File: src/rtl/ddpu_pkg.sv
// shared types, constants and tables of the pose update core
package ddpu_pkg;
  localparam int unsigned MaxSteps = 32;
  localparam logic [31:0] GainInv = 32'd652032874;
  localparam logic [31:0] OneQ30 = 32'h4000_0000;

  typedef enum logic [1:0] {
    DIR_STOP = 2'd0,
    DIR_FWD  = 2'd1,
    DIR_REV  = 2'd2,
    DIR_STOP3 = 2'd3
  } dir_t;

  typedef enum logic [0:0] {
    REG_FULL_SPEED = 1'b0,
    REG_HALF_TRACK = 1'b1
  } reg_idx_t;

  // classified tick: signed wheel sum and difference times step
  typedef struct packed {
    logic signed [42:0] num_sum;
    logic signed [42:0] num_dif;
  } tick_t;

  typedef enum logic [3:0] {
    ST_IDLE, ST_DIST, ST_ROT, ST_TRIG, ST_MULX, ST_MULY, ST_ADD, ST_DIV,
    ST_SQRT, ST_VEC, ST_OUT
  } state_t;

  function automatic logic [31:0] atan_lut(input logic [4:0] i);
    logic [31:0] r;
    case (i)
      5'd0: r = 32'd536870912;  5'd1: r = 32'd316933406;
      5'd2: r = 32'd167458907;  5'd3: r = 32'd85004756;
      5'd4: r = 32'd42667331;   5'd5: r = 32'd21354465;
      5'd6: r = 32'd10679838;   5'd7: r = 32'd5340245;
      5'd8: r = 32'd2670163;    5'd9: r = 32'd1335087;
      5'd10: r = 32'd667544;    5'd11: r = 32'd333772;
      5'd12: r = 32'd166886;    5'd13: r = 32'd83443;
      5'd14: r = 32'd41722;     5'd15: r = 32'd20861;
      5'd16: r = 32'd10430;     5'd17: r = 32'd5215;
      5'd18: r = 32'd2608;      5'd19: r = 32'd1304;
      5'd20: r = 32'd652;       5'd21: r = 32'd326;
      5'd22: r = 32'd163;       5'd23: r = 32'd81;
      5'd24: r = 32'd41;        5'd25: r = 32'd20;
      5'd26: r = 32'd10;        5'd27: r = 32'd5;
      5'd28: r = 32'd3;         5'd29: r = 32'd1;
      5'd30: r = 32'd1;         default: r = 32'd0;
    endcase
    return r;
  endfunction
endpackage

File: src/rtl/ddpu_front.sv
// front end: wheel speeds, classified tick words into a two-entry queue
module ddpu_front (
  input  logic                   clk,
  input  logic                   rst_n,
  input  logic                   in_valid,
  output logic                   in_ready,
  input  logic [7:0]             in_left_cmd,
  input  logic [7:0]             in_right_cmd,
  input  logic [1:0]             in_left_dir,
  input  logic [1:0]             in_right_dir,
  input  logic [15:0]            in_step_time,
  input  logic [15:0]            full_speed,
  output logic                   q_valid,
  input  logic                   q_ready,
  output ddpu_pkg::tick_t        q_data
);
  import ddpu_pkg::*;

  // stage 1: wheel values
  logic               s1_v_r;
  logic signed [25:0] sl_r, sr_r;
  logic [15:0]        dt_r;
  logic [1:0]         cnt_r;
  tick_t              q_r [2];
  logic               wp_r, rp_r;
  logic signed [25:0] slw, srw;
  logic [23:0]        vl, vr;
  logic signed [26:0] ssum, sdif;
  tick_t              tk;
  logic               push, pop;

  assign vl = full_speed * in_left_cmd;
  assign vr = full_speed * in_right_cmd;
  always_comb begin
    case (dir_t'(in_left_dir))
      DIR_FWD: slw = $signed({2'b0, vl});
      DIR_REV: slw = -$signed({2'b0, vl});
      default: slw = '0;
    endcase
    case (dir_t'(in_right_dir))
      DIR_FWD: srw = $signed({2'b0, vr});
      DIR_REV: srw = -$signed({2'b0, vr});
      default: srw = '0;
    endcase
  end

  // stage 1 may hold one word while queue has room for it
  assign in_ready = !s1_v_r || (cnt_r != 2'd2);
  assign push = s1_v_r && (cnt_r != 2'd2);
  assign pop = q_valid && q_ready;

  assign ssum = 27'(sl_r) + 27'(sr_r);
  assign sdif = 27'(sr_r) - 27'(sl_r);
  assign tk.num_sum = ssum * $signed({1'b0, dt_r});
  assign tk.num_dif = sdif * $signed({1'b0, dt_r});

  always_ff @(posedge clk) begin
    if (!rst_n) begin
      s1_v_r <= 1'b0;
      cnt_r <= '0;
      wp_r <= 1'b0;
      rp_r <= 1'b0;
    end else begin
      if (in_valid && in_ready) s1_v_r <= 1'b1;
      else if (push) s1_v_r <= 1'b0;
      if (push) wp_r <= ~wp_r;
      if (pop) rp_r <= ~rp_r;
      cnt_r <= cnt_r + 2'(push) - 2'(pop);
    end
  end

  always_ff @(posedge clk) begin
    if (in_valid && in_ready) begin
      sl_r <= slw;
      sr_r <= srw;
      dt_r <= in_step_time;
    end
    if (push) q_r[wp_r] <= tk;
  end

  assign q_valid = cnt_r != 2'd0;
  assign q_data = q_r[rp_r];
endmodule

File: config.mk
export PLATFORM = sky130hd
export DESIGN_NAME = ddpu_front
export DESIGN_NICKNAME = d
export VERILOG_FILES = /design/src/rtl/ddpu_pkg.sv /design/src/rtl/ddpu_front.sv
export SDC_FILE = /design/constraint.sdc
export NUM_CORES = 2
export LEC_CHECK = 0
export ABC_AREA = 1
export ABC_CLOCK_PERIOD_IN_PS = 9100
export CAP_MARGIN = 20
export CORE_MARGIN = 8
export CORE_UTILIZATION = 40
export DETAILED_ROUTE_END_ITERATION = 10
export DONT_BUFFER_PORTS = 1
export MAX_ROUTING_LAYER = met4
export PLACE_DENSITY = 0.64
export SYNTH_ARGS = -nofsm -noshare
export SYNTH_HDL_FRONTEND = slang
export SYNTH_SLANG_ARGS = --single-unit
export TNS_END_PERCENT = 1
File: constraint.sdc
create_clock -name clk -period 9.1 [get_ports clk]
set_clock_uncertainty 0.15 [all_clocks]
set_input_delay 0.91 -clock clk [delete_from_list [all_inputs] [get_ports clk]]
set_output_delay 0.91 -clock clk [all_outputs]
set_load 0.05 [all_outputs]
# == Word level (Yosys, flattened, before mapping) ==
# Memories as Yosys holds them, arrays and structs flattened. A register that Yosys moved wholly into a read port is not among the register bits.
# Cells that the tools add are included.
# totals
ramBits,172
register_bits,73
n_memories,1
output_inout_bits,88
inputBits,56
# memory_table
memory,depth,width,read_ports,rd_ports_with_merged_regs,write_ports,line,source
q_r,2,86,1,1,1,ddpu_front.sv:24,tick_t q_r [2];
# op_classes
addsub,6
reduce_logical,7
bitwise,2
n_eq_ne,5
muxes,8
mul,4
# ops
cell,n
26-bit one-hot mux with 2 select lines,2
27-bit by 17-bit multiplier with 43-bit output,2
24-bit negation with 26-bit output,2
16-bit by 8-bit multiplier with 24-bit output,2
26-bit by 26-bit adder with 27-bit output,1
26-bit by 26-bit subtractor with 27-bit output,1
1-bit 2-to-1 mux,6
2-bit by 1-bit equality test with 1-bit output (second input constant),2
2-bit equality test (second input constant),2
2-bit nonzero test,2
1-bit logical AND,3
2-bit by 1-bit adder with 2-bit output,1
2-bit inequality test (second input constant),1
1-bit NOT,2
2-bit by 1-bit subtractor with 2-bit output,1
1-bit logical NOT,1
1-bit logical OR,1

# == Depth between registers and ports, before layout ==
# logic_depth
depth_word,4
ltp_mapped,40
ltp_nobuf,39

# == Worst setup path after synthesis ==
# Ideal clock, no wire load.
# synth_timing
path_type,register to register
startpoint,register sl_r[0]
endpoint,memory q_r[0][41] (netlist name) (data pin)
n_path_buf,0
required_ps,8688
setup_time_ps,262
path_slack_ps,1488
stages_incl_launch_ff,33
synth_period_minus_slack_ps,7612
arrival_time_ps,7201
cell_sequence,edfxtp_1 > ha_1 > fa_1 > inv_1 > nand2_1 > o21a_1 > o21ai_2 > a21oi_2 > o21bai_2 > nand2_1 > o211ai_2 > xor2_2 > nor2_1 > fa_1 > inv_1 > fa_1 > inv_1 > fa_1 > inv_1 > fa_1 > inv_1 > fa_1 > inv_1 > fa_1 > inv_1 > ha_1 > inv_1 > nor3_1 > inv_1 > nor4_1 > nand3_1 > nand3_1 > xor2_1
# synth_rtl
item,line,source
"start, declared",ddpu_front.sv:21,"logic signed [25:0] sl_r, sr_r;"
"start signal, assigned",ddpu_front.sv:74,sl_r <= slw;
"end, declared",ddpu_front.sv:24,

==> reports/qor.csv <==
metric,value,unit
drive_gt1_frac,0.0607,
routed-via-count,40883,
cts_buffers,27,
fill_cells,13261,
holdCritStartpoint,in_step_time[2],
clkLatencyLatePin,0.60,ns
synth_edf_count,238,
whs,0.249,ns
synth_warnings,0,
violations,DRC,
grt_pass1_vias,42909,
worstMarginPinSlew,1.13,ns
cts_tree,done,
via_per_inst,5.11,
crit_family,adder cells,
port_buffers,0,
critPathMaxStageDelay,0.60,ns
r2r_start,sl_r[0],
cpMostUsedCell,nand2_1,
cp_max_fo,11,
fin_util,0.423,
nNetsFinal,7638,
rsz0062_at_grt,yes,
cts_root_buf,clkbuf_16,
dp_hpwl,123000,um
grt.total_usage,0.210,
seq_area_frac_synth,0.137,
clockBufferDepth,3,
r2r_slack,0.38,ns
route.detailed.drc,1,
r2r-end,q_r[0][85],
ys_types,71,
die_w,380,um
grt_remaining_overflow,0,
io_pins,144,
slew_headroom,0.249,
synth_async_sr_flop_share,0,
dp.cells,7954,
setup_viol,0,
cp-start-kind,flip-flop,
cts_setup_buffers,0,
synthFlopType,edfxtp_1,
syn_inst,6358,
hold_viol,0,
area_growth_syn_to_layout,4.97,%
cp.required,9.25,ns
gp_congestion,0.957,
start_util,0.403,
clkTransAtPathRegs,0.08,ns
critPathArrivalTime,8.87,ns
min_delay_path_depth,0,
dr.first_iter.drc_count,3155,
grt_pass1_wl,237000,um
worstSetupEndpointType,flip-flop,
wl_per_cell,18.6,um
setup.worst_path.class,reg2reg,
drt-total-wl,149000,um
die_height,380,um
hold_path_end,dt_r[2],
fp-row-count,133,
clock.fmax,0.115,GHz
drv_slew,0,
dieArea,0.144,mm^2
detail_route.first_pass.iterations,11,
final_antenna_net_count,0,
tns,0,ns
stdcell_count,8002,
slowest_stage,fa_1,
post-route-period-util,0.958,
syn_nets,7768,
status,finished with violations,
syn_area,0.0530,mm^2
hold_buffers,0,
r2r_cells,32,
cts_max_level,1,
holdCritPathClass,in2reg,
maxCapViolCount,0,
path_buf_inv,5,
cts_num_sinks,244,
cts_resized,0,
antenna_found_initial,6,
grt_max_degree,69,
fin_crit,8.72,ns
synth-seq-cells,244,
core,0.131,mm^2
avgSynthCellArea,8.34,um^2
cell type report:
| type | count | area [um^2] | share of cell area |
|---|---|---|---|
| Multi-Input combinational cell | 4238 | 38600 | 0.694 |
| Tap cell | 1755 | 2200 | 0.0395 |
| Antenna cell | 2 | 5.00 | 0.0000900 |
| Sequential cell | 244 | 7270 | 0.131 |
| Clock inverter | 12 | 75.1 | 0.00135 |
| Timing Repair Buffer | 71 | 571 | 0.0103 |
| Clock buffer | 34 | 702 | 0.0126 |
| Inverter | 1646 | 6180 | 0.111 |
cell families after synthesis:
| logic type | synth area share |
|---|---|
| XOR/XNOR | 0.0220 |
| buffers and inverters | 0.135 |
| AND/OR/NAND/NOR | 0.177 |
| adder cells (fa/ha/maj) | 0.461 |
| multiplexers | 0.0181 |
| AO/OA/AOI/OAI | 0.0498 |
| flip-flops | 0.137 |
flip-flops by register name, indices dropped and copies added (netlist names), named ones only:
signal and count:
s1_v_r 1, dt_r 16, cnt_r 2, sr_r 26
rp_r 1, q_r 170, wp_r 1, sl_r 26
worst max-delay path by stage:
stage            start         end  depth (start not counted)
3_5_place_dp   sl_r[0]  q_r[0][41]                         32
6_report       sl_r[0]  q_r[0][85]                         32
5_1_grt        sl_r[0]  q_r[1][85]                         32
3_3_place_gp   sl_r[0]  q_r[0][85]                         32
4_1_cts        sl_r[0]  q_r[0][41]                         32
2_1_floorplan  sl_r[0]  q_r[0][41]                         32
worst register-to-register path, delay by kind of cell, from the launching register on:
kind | cells | cell delay, ns
adder cells (fa/ha/maj) | 9 | 4.33
AND/OR/NAND/NOR | 10 | 1.15
XOR/XNOR | 1 | 0.18
buffers and inverters | 5 | 0.75
AO/OA/AOI/OAI | 7 | 1.49
flip-flops | 1 | 0.40
Yosys cell counts, drive strengths merged (9+ instances only):
cell	number	share of area
clkbuf	181	0.013
nand3	271	0.027
a21oi	204	0.020
fa	998	0.38
xnor2	49	0.0082
inv	1637	0.12
a21o	19	0.0027
a21boi	9	0.0013
o21bai	17	0.0025
o21a	10	0.0014
clkinv	9	0.00064
xor2	75	0.014
nand2	1188	0.086
nand4	36	0.0047
or2	73	0.0086
o21ai	124	0.012
nor2	597	0.044
nor3	28	0.0026
mux2	85	0.018
nand3b	15	0.0021
a31oi	21	0.0025
ha	356	0.084
buf	49	0.0052
edfxtp	238	0.13
nor4	13	0.0019
cells in the final DEF (no fill, tap or decap), types with 34 or more instances in the layout:
cell type and instances:
or2_2 59, nand4_1 34, a21oi_1 193, ha_1 356, inv_1 1619, xnor2_1 48, xor2_1 67, fa_1 998
nand2_1 1156, o21ai_0 102, nor2_1 571, edfxtp_1 238, mux2_2 85, nand3_1 262, buf_4 68
stage by stage:
step	setup slack (ns)	instance area (um^2)
2_1_floorplan	1.49	53000
3_3_place_gp	0.511	54800
3_5_place_dp	0.470	54800
4_1_cts	0.418	55600
5_1_grt	-0.00511	55600
6_report	0.379	55600
metal layers:
layer | track usage | vias to the layer above | part of all wire | wire length, um
li1 | - | 18634 | - | -
met1 | 0.265 | 20513 | 0.41 | 61200
met2 | 0.357 | 1442 | 0.49 | 72400
met3 | 0.0258 | 294 | 0.068 | 10200
met4 | 0.0588 | 0 | 0.033 | 4960
met5 | - | - | 0 | 0
Power is not shown: default switching activity piles up to over one toggle a cycle in this logic, so the estimate is an artifact.
